`src/hdl/fan_curve_with_led_soft_pwm_top_defines.svh`:
```
// Assertion macros shared by the fan curve RTL.
// Depends on nothing; included by the top level only.
`ifndef FAN_CURVE_WITH_LED_SOFT_PWM_TOP_DEFINES_SVH
`define FAN_CURVE_WITH_LED_SOFT_PWM_TOP_DEFINES_SVH

// Same-cycle implication, disabled while reset is high.
`define FCL_ASSERT_NOW(label, clk, rst, ante, cons) \
  label: assert property (@(posedge clk) disable iff (rst) (ante) |-> (cons)) \
    else $error("fan curve check failed");

// Next-cycle implication, disabled while reset is high.
`define FCL_ASSERT_NEXT(label, clk, rst, ante, cons) \
  label: assert property (@(posedge clk) disable iff (rst) (ante) |=> (cons)) \
    else $error("fan curve check failed");

`endif

```
`src/hdl/fcl_pkg.sv`:
```
// Widths, reset values, register indexes and arithmetic constants of the fan curve block.
// Depends on nothing; used by the interfaces and all modules.
package fcl_pkg;

  localparam int SampleW   = 10;
  localparam int LevelW    = 11;
  localparam int PwmW      = 7;
  localparam int SampleCntW = 16;
  localparam int UpdateCntW = 18;
  localparam int CfgDataW  = 18;
  localparam int CfgIdxW   = 3;

  localparam logic [SampleW-1:0]    TempLowReset    = 10'd370;
  localparam logic [PwmW-1:0]       LedPeriodReset  = 7'd100;
  localparam logic [SampleCntW-1:0] SampleIntReset  = 16'd2000;
  localparam logic [UpdateCntW-1:0] UpdateIntReset  = 18'd200000;
  localparam logic [PwmW-1:0]       BlueLevelReset  = 7'd50;

  localparam logic [PwmW-1:0] DutyFull  = 7'd80;
  localparam logic [PwmW-1:0] LevelMax  = 7'd100;
  localparam logic [PwmW-1:0] DutyBase  = 7'd15;
  localparam logic [PwmW-1:0] DutyKnee  = 7'd10;

  // floor(y / 10) = (y * 6554) >> 16 for y below 10240.
  localparam logic [12:0] Recip10      = 13'd6554;
  localparam int          Recip10Shift = 16;
  // floor(p / 90) = (p * 11651) >> 20 for p up to 5850.
  localparam logic [13:0] Recip90      = 14'd11651;
  localparam int          Recip90Shift = 20;

  typedef enum logic [CfgIdxW-1:0] {
    RegTempLow    = 3'd0,
    RegLedPeriod  = 3'd1,
    RegSampleInt  = 3'd2,
    RegUpdateInt  = 3'd3,
    RegBlueLevel  = 3'd4
  } reg_idx_t;

endpackage

```
`src/hdl/fcl_in_if.sv`:
```
// Input channel: one timer tick word carrying a temperature sample.
// Depends on fcl_pkg.
interface fcl_in_if import fcl_pkg::*; ();
  logic               valid;
  logic               ready;
  logic [SampleW-1:0] adc_sample;

  modport source(output valid, output adc_sample, input ready);
  modport sink(input valid, input adc_sample, output ready);
endinterface

```
`src/hdl/fcl_out_if.sv`:
```
// Output channel: fan duty and the three LED pin levels for one tick.
// Depends on fcl_pkg.
interface fcl_out_if import fcl_pkg::*; ();
  logic            valid;
  logic            ready;
  logic [PwmW-1:0] fan_duty;
  logic            red_out;
  logic            green_out;
  logic            blue_out;

  modport source(output valid, output fan_duty, output red_out, output green_out,
                 output blue_out, input ready);
  modport sink(input valid, input fan_duty, input red_out, input green_out,
               input blue_out, output ready);
endinterface

```
`src/hdl/fcl_duty_map.sv`:
```
// Piecewise map from the signed fan level to the fan duty and the clamped LED level.
// Depends on fcl_pkg.
module fcl_duty_map import fcl_pkg::*; (
  input  logic signed [LevelW-1:0] level,
  output logic        [PwmW-1:0]   duty,
  output logic        [PwmW-1:0]   led_level
);

  logic            below_one;
  logic            negative;
  logic            above_max;
  logic [PwmW-1:0] mid;
  logic            upper;
  logic [PwmW-1:0] span;
  logic [12:0]     scaled;
  logic [26:0]     recip;
  logic [PwmW-1:0] quot;
  logic [PwmW-1:0] curve;

  always_comb begin
    negative  = level[LevelW-1];
    below_one = negative || (level == '0);
    above_max = !negative && (level[LevelW-2:0] > 10'(LevelMax));
    mid       = level[PwmW-1:0];
    upper     = mid >= DutyKnee;
    span      = upper ? (mid - DutyKnee) : (DutyKnee - mid);
    // Times 65 as a shift and add.
    scaled    = {span, 6'b0} + 13'(span);
    recip     = 27'(scaled) * 27'(Recip90);
    quot      = recip[Recip90Shift +: PwmW];
    curve     = upper ? (DutyBase + quot) : (DutyBase - quot);

    if (below_one) begin
      duty = '0;
    end else if (above_max) begin
      duty = DutyFull;
    end else begin
      duty = curve;
    end

    if (negative) begin
      led_level = '0;
    end else if (above_max) begin
      led_level = LevelMax;
    end else begin
      led_level = mid;
    end
  end

endmodule

```
`src/hdl/fan_curve_with_led_soft_pwm_top.sv`:
```
// Channel   Direction  Payload                                    Handshake
// tick      in         adc_sample[9:0]                            valid / ready
// result    out        fan_duty[6:0], red_out, green_out, blue_out valid / ready
// cfg       in         cfg_index[2:0], cfg_data[17:0]              cfg_we, no wait
//
// One result word per tick word; one tick per cycle sustained while results are read. A tick
// is held in the input register, then the counters, filter and level map update in a single
// pass into the result register. Reset (rst, synchronous) loads the register defaults and
// full fan speed. A stalled result holds a full input register; a tick is taken while the
// input register is empty or the result register is empty or being read.
//
// Top level of the fan curve block; depends on fcl_pkg, fcl_in_if, fcl_out_if,
// fcl_duty_map and the assertion macro header.
`include "fan_curve_with_led_soft_pwm_top_defines.svh"

module fan_curve_with_led_soft_pwm_top import fcl_pkg::*; (
  input  logic                clk,
  input  logic                rst,
  fcl_in_if.sink              tick,
  fcl_out_if.source           result,
  input  logic                cfg_we,
  input  logic [CfgIdxW-1:0]  cfg_index,
  input  logic [CfgDataW-1:0] cfg_data
);

  logic [SampleW-1:0]    temp_low;
  logic [PwmW-1:0]       led_period;
  logic [SampleCntW-1:0] sample_interval;
  logic [UpdateCntW-1:0] update_interval;
  logic [PwmW-1:0]       blue_level;

  logic                  in_valid;
  logic [SampleW-1:0]    in_sample;
  logic                  res_valid;
  logic                  advance;
  logic                  fire;

  logic [UpdateCntW-1:0]     update_count;
  logic [SampleCntW-1:0]     sample_count;
  logic [PwmW-1:0]           led_count;
  logic [SampleW-1:0]        smoothed_temp;
  logic signed [LevelW-1:0]  fan_level;
  logic [PwmW-1:0]           duty_reg;
  logic [PwmW-1:0]           red_level;
  logic [PwmW-1:0]           green_level;
  logic [PwmW-1:0]           blue_hold;

  logic [UpdateCntW-1:0]     update_count_next;
  logic [SampleCntW-1:0]     sample_count_next;
  logic [PwmW-1:0]           led_count_next;
  logic [SampleW-1:0]        smoothed_temp_next;
  logic signed [LevelW-1:0]  fan_level_next;
  logic [PwmW-1:0]           duty_reg_next;
  logic [PwmW-1:0]           red_level_next;
  logic [PwmW-1:0]           green_level_next;
  logic [PwmW-1:0]           blue_hold_next;

  logic [UpdateCntW-1:0] update_inc;
  logic [SampleCntW-1:0] sample_inc;
  logic [PwmW-1:0]       led_inc;
  logic                  do_update;
  logic                  do_sample;
  logic [13:0]           old_scaled;
  logic [26:0]           old_recip;
  logic [25:0]           new_recip;
  logic [SampleW:0]      avg_sum;
  logic [PwmW-1:0]       map_duty;
  logic [PwmW-1:0]       map_level;
  logic [PwmW-1:0]       blue_clamped;

  // Configuration registers.
  always_ff @(posedge clk) begin
    if (rst) begin
      temp_low        <= TempLowReset;
      led_period      <= LedPeriodReset;
      sample_interval <= SampleIntReset;
      update_interval <= UpdateIntReset;
      blue_level      <= BlueLevelReset;
    end else if (cfg_we) begin
      unique case (cfg_index)
        RegTempLow:   temp_low        <= cfg_data[SampleW-1:0];
        RegLedPeriod: led_period      <= cfg_data[PwmW-1:0];
        RegSampleInt: sample_interval <= cfg_data[SampleCntW-1:0];
        RegUpdateInt: update_interval <= cfg_data[UpdateCntW-1:0];
        RegBlueLevel: blue_level      <= cfg_data[PwmW-1:0];
        default: ;
      endcase
    end
  end

  assign advance    = !res_valid || result.ready;
  assign fire       = in_valid && advance;
  assign tick.ready = !in_valid || advance;

  always_ff @(posedge clk) begin
    if (rst) begin
      in_valid <= 1'b0;
    end else if (tick.ready) begin
      in_valid <= tick.valid;
    end
  end

  always_ff @(posedge clk) begin
    if (tick.ready && tick.valid) begin
      in_sample <= tick.adc_sample;
    end
  end

  fcl_duty_map u_duty_map (
    .level     (fan_level),
    .duty      (map_duty),
    .led_level (map_level)
  );

  always_comb begin
    update_inc = update_count + 1'b1;
    sample_inc = sample_count + 1'b1;
    led_inc    = led_count + 1'b1;
    do_update  = update_inc >= update_interval;
    do_sample  = sample_inc > sample_interval;

    blue_clamped = (blue_level > LevelMax) ? LevelMax : blue_level;

    // Nine tenths of the old average and one tenth of the sample, each truncated.
    old_scaled = {smoothed_temp, 3'b0} + 14'(smoothed_temp);
    old_recip  = 27'(old_scaled) * 27'(Recip10);
    new_recip  = 26'(in_sample) * 26'(Recip10);
    avg_sum    = 11'(old_recip[Recip10Shift +: SampleW])
               + 11'(new_recip[Recip10Shift +: SampleW]);

    update_count_next  = update_inc;
    duty_reg_next      = duty_reg;
    red_level_next     = red_level;
    green_level_next   = green_level;
    blue_hold_next     = blue_hold;
    if (do_update) begin
      update_count_next = '0;
      duty_reg_next     = map_duty;
      red_level_next    = map_level;
      green_level_next  = map_level;
      blue_hold_next    = blue_clamped;
    end

    sample_count_next  = sample_inc;
    smoothed_temp_next = smoothed_temp;
    fan_level_next     = fan_level;
    if (do_sample) begin
      sample_count_next  = '0;
      smoothed_temp_next = avg_sum[SampleW-1:0];
      fan_level_next     = $signed({1'b0, avg_sum[SampleW-1:0]})
                         - $signed({1'b0, temp_low});
    end

    led_count_next = (led_inc >= led_period) ? '0 : led_inc;
  end

  always_ff @(posedge clk) begin
    if (rst) begin
      update_count  <= '0;
      sample_count  <= '0;
      led_count     <= '0;
      smoothed_temp <= '0;
      fan_level     <= '0;
      duty_reg      <= DutyFull;
      red_level     <= '0;
      green_level   <= '0;
      blue_hold     <= '0;
    end else if (fire) begin
      update_count  <= update_count_next;
      sample_count  <= sample_count_next;
      led_count     <= led_count_next;
      smoothed_temp <= smoothed_temp_next;
      fan_level     <= fan_level_next;
      duty_reg      <= duty_reg_next;
      red_level     <= red_level_next;
      green_level   <= green_level_next;
      blue_hold     <= blue_hold_next;
    end
  end

  always_ff @(posedge clk) begin
    if (rst) begin
      res_valid <= 1'b0;
    end else if (advance) begin
      res_valid <= in_valid;
    end
  end

  always_ff @(posedge clk) begin
    if (fire) begin
      result.fan_duty  <= duty_reg_next;
      result.red_out   <= led_count_next >= red_level_next;
      result.green_out <= led_count_next >= green_level_next;
      result.blue_out  <= led_count_next >= blue_hold_next;
    end
  end

  assign result.valid = res_valid;

  `FCL_ASSERT_NEXT(a_fire_gives_result, clk, rst, fire, res_valid)
  `FCL_ASSERT_NOW(a_ready_when_empty, clk, rst, !res_valid, tick.ready)
  `FCL_ASSERT_NOW(a_levels_clamped, clk, rst, 1'b1, (red_level <= LevelMax) && (blue_hold <= LevelMax))
  `FCL_ASSERT_NOW(a_duty_range, clk, rst, res_valid, result.fan_duty <= DutyFull)

endmodule

```
`src/flat_wrapper.sv`:
```
// flat-port wrapper written by rule: the top's interface ports become plain ports
module fan_curve_with_led_soft_pwm_top_flat import fcl_pkg::*;
  (clk, rst, cfg_we, cfg_index, cfg_data, tick_valid, tick_adc_sample, tick_ready, result_valid, result_fan_duty, result_red_out, result_green_out, result_blue_out, result_ready);
  fcl_in_if tick_i ();
  fcl_out_if result_i ();
  input  logic clk;
  input  logic rst;
  input  logic cfg_we;
  input  logic [CfgIdxW-1:0] cfg_index;
  input  logic [CfgDataW-1:0] cfg_data;
  input wire logic [$bits(tick_i.valid)-1:0] tick_valid;
  input wire logic [$bits(tick_i.adc_sample)-1:0] tick_adc_sample;
  output wire logic [$bits(tick_i.ready)-1:0] tick_ready;
  output wire logic [$bits(result_i.valid)-1:0] result_valid;
  output wire logic [$bits(result_i.fan_duty)-1:0] result_fan_duty;
  output wire logic [$bits(result_i.red_out)-1:0] result_red_out;
  output wire logic [$bits(result_i.green_out)-1:0] result_green_out;
  output wire logic [$bits(result_i.blue_out)-1:0] result_blue_out;
  input wire logic [$bits(result_i.ready)-1:0] result_ready;
  assign tick_i.valid = tick_valid;
  assign tick_i.adc_sample = tick_adc_sample;
  assign tick_ready = tick_i.ready;
  assign result_valid = result_i.valid;
  assign result_fan_duty = result_i.fan_duty;
  assign result_red_out = result_i.red_out;
  assign result_green_out = result_i.green_out;
  assign result_blue_out = result_i.blue_out;
  assign result_i.ready = result_ready;
  fan_curve_with_led_soft_pwm_top u_core (.clk(clk), .rst(rst), .tick(tick_i), .result(result_i), .cfg_we(cfg_we), .cfg_index(cfg_index), .cfg_data(cfg_data));
endmodule
```
`config.mk`:
```
export PLATFORM = sky130hd
export DESIGN_NAME = fan_curve_with_led_soft_pwm_top_flat
export DESIGN_NICKNAME = d
export VERILOG_FILES = /design/src/hdl/fcl_pkg.sv /design/src/hdl/fcl_in_if.sv /design/src/hdl/fcl_out_if.sv /design/src/hdl/fcl_duty_map.sv /design/src/hdl/fan_curve_with_led_soft_pwm_top.sv /design/src/flat_wrapper.sv
export VERILOG_INCLUDE_DIRS = /design/src /design/src/hdl
export SDC_FILE = /design/constraint.sdc
export NUM_CORES = 1
export LEC_CHECK = 0
export BUFFER_PORTS_ARGS = -buffer_cell sky130_fd_sc_hd__buf_4
export CORE_UTILIZATION = 40
export DETAILED_ROUTE_END_ITERATION = 10
export GPL_TIMING_DRIVEN = 0
export PLACE_DENSITY = 0.64
export SYNTH_ARGS = -nofsm -noshare
export SYNTH_HDL_FRONTEND = slang
export SYNTH_HIERARCHICAL = 1
export SYNTH_SLANG_ARGS = --single-unit
export TNS_END_PERCENT = 20
```
`constraint.sdc`:
```
create_clock -name clk -period 8.86 [get_ports clk]
set_input_delay 0.443 -clock clk [delete_from_list [all_inputs] [get_ports clk]]
set_output_delay 0.443 -clock clk [all_outputs]
set_load 0.005 [all_outputs]
```
# Yosys cells after proc, flatten, opt, wreduce, memory -nomap -nowiden
# Cells that the tools add are included.
# totals
register_bits	170
latch_bits	0
ram_bits	0
rom_bits	0
word_cells	79
mem_count	0
# classes
n_addsub	11
mul	3
div	0
n_lt_le_gt_ge	9
eq_ne	4
shift	0
n_mux	14
bitwise_logic	0
n_reduce_logical	17
# op_table
cell	count
$mux 7	12
$ge 7x7->1	4
$mul 13x14->27 const B	1
$mul 14x12->25 const B	1
$mul 10x12->22 const B	1
$add 18x1->18 const B	1
$ge 18x18->1	1
$mux 18	1
$add 16x1->16 const B	1
$gt 16x16->1	1
$mux 16	1
$add 13x10->14	1
$sub 4x7->7 const A	2
$add 13x7->13	1
$reduce_and 2->1	6
$logic_not 11->1	1
$sub 10x10->11	1
$add 10x7->10	1
$gt 10x7->1 const B	1
$add 4x7->7 const A	1
$add 7x1->7 const B	1
$ge 7x4->1 const B	1
$gt 7x7->1 const B	1
$sub 7x4->7 const B	1
7 further kinds	14

# Logic depth before layout (Yosys ltp)
# Gate-level depths: netlist (run 1).
# logic_depth
word_depth	9
depth_mapped	44
mapped_depth_nobuf	44

# Cells and area by module
# Netlist (run 1), hierarchy kept.
# by_module_without_submodules
mod	instances	cells_per_inst	area_each_um2	seq_area_each_um2
fan_curve_with_led_soft_pwm_top	1	1634	14179.8	3603.5
fcl_duty_map	1	408	3380.7	0.0

# Worst setup path before layout (run 1)
# No wires, ideal clock.
# synth_path
path_kind	register -> register
startpoint	register u_core.smoothed_temp[0]
endpoint	register u_core.fan_level[9]
setup_time_ns	0.132
arrival_ns	7.889
required_time_ns	8.728
setup_slack_ns	0.839
path_stages_with_launch	43
path_buffers	0
path_cell_list	dfxtp_1 > ha_1 > inv_1 > fa_1 > inv_1 > a21o_1 > a21oi_1 > o21bai_1 > a21o_1 > a21oi_1 > nor2b_1 > xor2_1 > ha_1 > inv_1 > fa_1 > inv_1 > fa_1 > inv_1 > (+7 left out) > o21a_1 > o21a_1 > nor2_1 > xnor2_1 > ha_1 > or3_1 > o221ai_1 > nor2_1 > a31o_1 > a211oi_2 > nand2_2 > xnor2_1 > ha_1 > nor2_1 > a21oi_1 > o21ai_0 > o21ai_1 > a21oi_1
# synth_between
elab_chain_cells	4
# synth_lines
element	line_no	text
start, declared	fan_curve_with_led_soft_pwm_top.sv:41	logic [SampleW-1:0] smoothed_temp;
start signal, assigned	fan_curve_with_led_soft_pwm_top.sv:172	smoothed_temp <= smoothed_temp_next;
$add 13x10->14	fan_curve_with_led_soft_pwm_top.sv:125	old_scaled = {smoothed_temp, 3'b0} + 14'(smoothed_temp);
$mul 14x12->25	fan_curve_with_led_soft_pwm_top.sv:126	old_recip = 27'(old_scaled) * 27'(Recip10);
$add 10x7->10	fan_curve_with_led_soft_pwm_top.sv:129	+ 11'(new_recip[Recip10Shift +: SampleW]);
named net u_core.avg_sum[9]	fan_curve_with_led_soft_pwm_top.sv:66	logic [SampleW:0] avg_sum;
$sub 10x10->11	fan_curve_with_led_soft_pwm_top.sv:151	- $signed({1'b0, temp_low});
end signal, assigned	fan_curve_with_led_soft_pwm_top.sv:173	fan_level <= fan_level_next;
end, declared	fan_curve_with_led_soft_pwm_top.sv:42	logic signed [LevelW-1:0] fan_level;
# The timed path passes the listed nets, and every way through them passes these cells.
# A chain may end at the register's enable or synchronous reset.

# Worst setup path in the final report (run 1)
# layout_path
startpoint	register u_core.smoothed_temp[3]
endpoint	register u_core.fan_level[9]
# Same word-level chain as after synthesis.

==> metrics.csv, run 1 <==
metric,value,unit
status,"finished, final reports clean",
overall power after layout,2319,uW
"IR drop worst, VDD",0.0001222,V
final period utilization,95.52,%
required time of the worst setup path,9.15,ns
Place WS,-0.4199,ns
number of design-rule violations left by the first detailed-router iteration,894,
area used by multi-input combinational logic,12690,um2
Avg Vias per Cell,5.144,
Max-cap violations,0,
core area,43170,um2
"commonest non-fill, non-tap cells in the layout","sky130_fd_sc_hd__inv_1 (324), sky130_fd_sc_hd__ha_1 (322), sky130_fd_sc_hd__nand2_1 (227)",
floorplan die height,211.5,um
fmax,118.2,MHz
max-slew violation count,0,
"Seq/Total Area, Yosys",20.52,%
Finished Core Util,45.30,%
Syn Inst Count,2042,
clock power share,34.5,%
library cell used as clock root buffer,sky130_fd_sc_hd__clkbuf_16,
"Worst Setup Slack, final",0.3969,ns
worst-path cell with the longest stage delay,sky130_fd_sc_hd__fa_1,
"most common cell after layout, fill and taps aside",sky130_fd_sc_hd__inv_1,
kind of end point of the critical path,flip-flop,
Cell Pwr Density,118.6,nW/um2
largest cells by area after synthesis,"sky130_fd_sc_hd__ha_1 (23%), sky130_fd_sc_hd__dfxtp_1 (17%), sky130_fd_sc_hd__fa_1 (13%), sky130_fd_sc_hd__inv_1 (6.9%), sky130_fd_sc_hd__nand2_1 (4.9%)",
most used flip-flop cell after synthesis,sky130_fd_sc_hd__dfxtp_1,
Crit Path Class,reg2reg,
total internal power,1552,uW
Seq pwr share,34.6,%
Static Leakage,0.009636,uW
number of hold violations in the final report,0,
switch share,33.09,%
fraction of layout instances using a drive strength above 1,7.653,%
global-route total usage across every layer,19.77,%
Sw Pwr,767.6,uW
antenna violations before repair,0,
worst clock skew,0.01123,ns
Clock Sinks,170,
Startpoint Class,flip-flop,
number of search-and-repair iterations in the first detailed-routing pass,5,
final RePlAce weighted congestion,0.8890,
starting density of the core,40.68,%
antenna cells,0,
area of the mapped netlist,17560,um2
vias in the first global route,14240,
Post-Synthesis Net Count,2520,
DRC Markers,0,
total via count after detailed routing,13970,
layout overhead on the synthesized area,11.36,%
post-route ant nets,0,
flop and latch count out of synthesis,170,
area share of the largest cell type after synthesis,23.09,%
Sequential Area,3615,um2
pin count of the biggest net entering global routing,20,
Combinational Power Share,30.9,%
cell taking the most area after synthesis,sky130_fd_sc_hd__ha_1,
number of top-level pins,48,
count of cell types in the netlist,78,
net total in the final layout,2596,
number of buffers created by CTS,17,
"Clk pin slew, worst setup/hold paths",0.06,ns
async set-or-reset flop fraction in the synthesized netlist,0,%
detailed-route wire length,42.75,mm
arrival time reported for the critical path endpoint,8.75,ns
post-detailed-route wirelength per cell,15.75,um
Synth Warn #,6,
"most used cell, CP",sky130_fd_sc_hd__inv_1,
worst-skew pair later-pin latency,0.43,ns
reg-to-reg setup timing slack,0.40,ns
global route overflow,0,
Die Area,44740,um2
Synth Area per Inst,8.600,um2
filler cell count,4254,
maximum level of the CTS H-tree,4,
relative slew slack,15.25,%
minimum clock period after layout,8.463,ns
first-pass GRT wire length,70.53,mm
CP max stage delay,0.53,ns
Post-DP Area,18640,um2
number of enable flip-flop cells after synthesis,20,
worst min-delay path class,in2reg,
die width,211.5,um
registers with the most flip-flops,"u_core/update_count (18), u_core/update_interval (18)",
post-route design area,19560,um2
Port Buffer Count,46,
half-perimeter wire length after detailed placement,34.81,mm
CTS Buffer Depth,2,
slew at the pin with the worst max-slew slack,1.271,ns
setup-violating endpoint count in the final report,0,
Placement Rows,76,
Critical Path Fanout Max,6,
clock tree from TritonCTS,yes,
routing by layer:
metal | wire [um] | GRT usage [%] | share of wire (%)
met1 | 19990 | 25.74 | 47
met2 | 20760 | 34.61 | 49
met3 | 1309 | 2.136 | 3.1
met4 | 691 | 5.222 | 1.6
met5 | 0 | 0 | 0
timing repair:
action / CTS / global route
buffers inserted: 0 / 11
hold buffers: 0 / 0
resized for setup: 8 / 38
setup endpoints to repair: 7 / 13
pin swaps: 0 / 12
Yosys cell counts, types with 21 or more instances:
cell and number:
sky130_fd_sc_hd__clkbuf_1 52, sky130_fd_sc_hd__and3_1 24, sky130_fd_sc_hd__nor2b_1 21, sky130_fd_sc_hd__mux2i_1 27, sky130_fd_sc_hd__a21oi_1 150, sky130_fd_sc_hd__o21ai_0 82, sky130_fd_sc_hd__nor3_1 24, sky130_fd_sc_hd__ha_1 324
sky130_fd_sc_hd__xor2_1 42, sky130_fd_sc_hd__inv_1 325, sky130_fd_sc_hd__xnor2_1 54, sky130_fd_sc_hd__dfxtp_1 150, sky130_fd_sc_hd__nand2_1 228, sky130_fd_sc_hd__nand3_1 60, sky130_fd_sc_hd__o211ai_1 23, sky130_fd_sc_hd__a21o_1 23
sky130_fd_sc_hd__nand2b_1 22, sky130_fd_sc_hd__nor2_1 85, sky130_fd_sc_hd__fa_1 118
power by group through the flow:
stage / clock network (uW) / registers, uW / logic [uW]
5_1_grt: 846 / 804 / 819
6_report: 799 / 803 / 717
4_1_cts: 814 / 803 / 712
2_1_floorplan: 0 / 817 / 517
3_3_place_gp: 0 / 821 / 676
3_5_place_dp: 0 / 821 / 702
area by class of cell:
type / count / area share [%]
repair buffers: 57 / 2.188
multi-input cells: 1485 / 64.91
clock buffers: 18 / 2.246
inverters: 325 / 6.238
plain buffers: 62 / 1.241
clock inverters: 13 / 0.9469
well taps: 585 / 3.743
flip-flops and latches: 170 / 18.48
final timing paths:
check | startpoint | endpoint | cells after the start
min reg2reg | u_core/sample_interval[3] | u_core/sample_interval[3] | 2
max reg2reg | u_core/smoothed_temp[3] | u_core/fan_level[9] | 43
min | tick_adc_sample[1] | u_core/in_sample[1] | 1
max | u_core/smoothed_temp[3] | u_core/fan_level[9] | 43
critical path, delay by kind of cell (launching register included):
kind / cells / cell delay [ns]
simple gates: 8 / 1.20
fa+ha+maj: 9 / 3.13
flops: 1 / 0.35
buf+inv: 8 / 0.67
compound gates: 15 / 2.56
xor+xnor: 3 / 0.42
through the flow:
step | hold slack (ns) | std cells | setup TNS [ns]
2_1_floorplan | 0.4316 | 2042 | 0
3_3_place_gp | 0.4390 | 2673 | -0.3582
6_report | 0.1916 | 2715 | 0
3_5_place_dp | 0.4453 | 2673 | -0.7973
4_1_cts | 0.1741 | 2704 | 0
5_1_grt | 0.1786 | 2715 | -0.06194
logic make-up after synthesis:
| logic type | synth area share [%] |
|---|---|
| buf+inv | 8.329 |
| simple gates | 14.74 |
| mux | 2.180 |
| flops | 20.52 |
| compound gates | 12.90 |
| xor+xnor | 4.788 |
| fa+ha+maj | 36.54 |
Note: power is estimated with default switching activity, not from simulation.
==> inputs of run 2 (changes only) <==
==> constraint.sdc (replaced) <==
create_clock -name clk -period 10.88 [get_ports clk]
set_input_delay 0.544 -clock clk [delete_from_list [all_inputs] [get_ports clk]]
set_output_delay 0.544 -clock clk [all_outputs]
set_load 0.005 [all_outputs]
==> run 2 against run 1 <==
Fmax decreased by 9.6%. Clock power decreased by 18%. Sequential cell count unchanged. Design area decreased by 1.5%. Count of clock-buffer cells in the layout unchanged. Combinational power decreased by 19%. Clock skew decreased by 0.00088 ns. Critical endpoint unchanged.
==> metrics.csv, run 2 (synthesis results as in run 1) <==
metric,value,unit,change
Clock Sinks,170,,unchanged
setup-violating endpoint count in the final report,0,,unchanged
"most used cell, CP",sky130_fd_sc_hd__inv_1,,unchanged
clock tree from TritonCTS,yes,,unchanged
arrival time reported for the critical path endpoint,9.65,ns,was 8.75 ns
most heavily used metal layer in global routing,met2,,unchanged
starting density of the core,40.68,%,unchanged
first-pass GRT wire length,70.45,mm,was 70.53 mm
number of hold violations in the final report,0,,unchanged
minimum clock period after layout,9.361,ns,was 8.463 ns
final period utilization,86.04,%,was 95.52%
"most common cell after layout, fill and taps aside",sky130_fd_sc_hd__inv_1,,unchanged
met2 global-route usage,34.68,%,was 34.61%
half-perimeter wire length after detailed placement,34.81,mm,unchanged
Startpoint Class,flip-flop,,unchanged
Avg Vias per Cell,5.145,,was 5.144
critical path depth,42,,was 43
Max-cap violations,0,,unchanged
Static Leakage,0.009542,uW,was 0.009636 uW
worst-path cell with the longest stage delay,sky130_fd_sc_hd__nor3b_1,,was sky130_fd_sc_hd__fa_1
"commonest non-fill, non-tap cells in the layout","sky130_fd_sc_hd__inv_1 (325), sky130_fd_sc_hd__ha_1 (324), sky130_fd_sc_hd__nand2_1 (228)",,"was sky130_fd_sc_hd__inv_1 (324), sky130_fd_sc_hd__ha_1 (322), sky130_fd_sc_hd__nand2_1 (227)"
vias in the first global route,14220,,was 14240
antenna violations before repair,0,,unchanged
"Worst Setup Slack, final",1.519,ns,was 0.3969 ns
pin count of the biggest net entering global routing,20,,unchanged
Placement Rows,76,,unchanged
largest delay contributor family on the critical path,adder cells,,unchanged
met3 Use GR,2.121,%,was 2.136%
Critical Path Fanout Max,8,,was 6
floorplan die height,211.5,um,unchanged
slew at the pin with the worst max-slew slack,1.238,ns,was 1.271 ns
Port Buffer Count,46,,unchanged
post-route ant nets,0,,unchanged
Cell Pwr Density,97.83,nW/um2,was 118.6 nW/um2
unrepaired setup endpoints after global routing,no,,
"IR drop worst, VDD",0.00009956,V,was 0.0001222 V
detailed-route wire length,42.41,mm,was 42.75 mm
Place WS,1.600,ns,was -0.4199 ns
"Clk pin slew, worst setup/hold paths",0.07,ns,was 0.06 ns
post-detailed-route wirelength per cell,15.68,um,was 15.75 um
die width,211.5,um,unchanged
CTS Buffer Depth,2,,unchanged
number of buffers created by CTS,17,,unchanged
required time of the worst setup path,11.17,ns,was 9.15 ns
CP max stage delay,0.94,ns,was 0.53 ns
worst clock skew,0.01035,ns,was 0.01123 ns
Setup Buffers After CTS,0,,unchanged
net total in the final layout,2585,,was 2596
worst hold path depth,1,,unchanged
layout overhead on the synthesized area,9.690,%,was 11.36%
maximum level of the CTS H-tree,4,,unchanged
kind of end point of the critical path,flip-flop,,unchanged
number of search-and-repair iterations in the first detailed-routing pass,5,,unchanged
depth of the worst register-to-register path,42,,was 43
library cell used as clock root buffer,sky130_fd_sc_hd__clkbuf_16,,unchanged
count of buffering cells on the critical path with inverters included,7,,was 8
worst-skew pair later-pin latency,0.43,ns,about the same
Worst Hold Slack,0.2922,ns,was 0.1916 ns
worst min-delay path class,in2reg,,unchanged
Setup TNS Final,0,ns,unchanged
count of hold buffers inserted by post-cts repair,0,,unchanged
DRC Markers,0,,unchanged
Finished Core Util,44.62,%,was 45.30%
global-route total usage across every layer,19.74,%,was 19.77%
fmax,106.8,MHz,was 118.2 MHz
core area,43170,um2,unchanged
total via count after detailed routing,13910,,was 13970
fraction of met1 tracks used by global routing,25.69,%,was 25.74%
Die Area,44740,um2,unchanged
overall power after layout,1884,uW,was 2319 uW
registers with the most flip-flops,"u_core/update_count (18), u_core/update_interval (18)",,unchanged
number of design-rule violations left by the first detailed-router iteration,853,,was 894
antenna cells,0,,unchanged
number of gates resized after cts,0,,was 8
number of top-level pins,48,,unchanged
global route overflow,0,,unchanged
fraction of layout instances using a drive strength above 1,5.521,%,was 7.653%
relative slew slack,17.47,%,was 15.25%
final RePlAce weighted congestion,0.8890,,unchanged
status,"finished, final reports clean",,unchanged
Crit Path Class,reg2reg,,unchanged
max-slew violation count,0,,unchanged
[run 2: cell types whose count changed in the layout (fill, tap and decap cells not counted), moves of 3 or more]
cell / previous run / this run
sky130_fd_sc_hd__buf_4: 57 / 46
sky130_fd_sc_hd__a21oi_1: 145 / 150
sky130_fd_sc_hd__a21oi_2: 8 / 3
sky130_fd_sc_hd__dfxtp_1: 145 / 150
sky130_fd_sc_hd__xnor2_1: 49 / 54
sky130_fd_sc_hd__o21ai_0: 78 / 82
sky130_fd_sc_hd__xor2_1: 38 / 42
sky130_fd_sc_hd__xor2_2: 4 / 0
sky130_fd_sc_hd__dfxtp_2: 3 / 0
sky130_fd_sc_hd__o21ai_1: 6 / 3
sky130_fd_sc_hd__xnor2_2: 3 / 0
[run 2: worst paths after layout]
path | start | to | slack (ns)
hold / removal | tick_adc_sample[1] | u_core/in_sample[1] | 0.29
setup reg to reg | u_core/smoothed_temp[0] | u_core/fan_level[9] | 1.52
hold reg to reg | u_core/sample_interval[3] | u_core/sample_interval[3] | 0.46
setup / recovery | u_core/smoothed_temp[0] | u_core/fan_level[9] | 1.52
[run 2: layout make-up]
type	count	area [um2]
Buffer	62	242.7
Clock buffer	18	439.2
Clock inverter	13	185.2
Fill cell	4276	23910
Inverter	325	1220
Multi-Input combinational cell	1485	12490
Sequential cell	170	3603
Tap cell	585	732.0
Timing Repair Buffer	46	345.3
[run 2: routing by layer]
metal | vias up | wire (um)
met4 | 0 | 707
met1 | 6618 | 19780
li1 | 7002 | -
met5 | - | 0
met3 | 45 | 1445
met2 | 248 | 20470
[run 2: stage by stage]
| stage | cell area, um2 | instances |
|---|---|---|
| 2_1_floorplan | 17560 | 2042 |
| 3_3_place_gp | 18640 | 2673 |
| 3_5_place_dp | 18640 | 2673 |
| 4_1_cts | 19260 | 2704 |
| 5_1_grt | 19260 | 2704 |
| 6_report | 19260 | 2704 |
[run 2: where the power goes]
group	leakage [uW]	switching [uW]	total (uW)	internal, uW
logic	0.00784	335	578	243
clock network	0.000307	278	652	375
registers	0.00139	8.90	654	645
total	0.00954	621	1880	1260
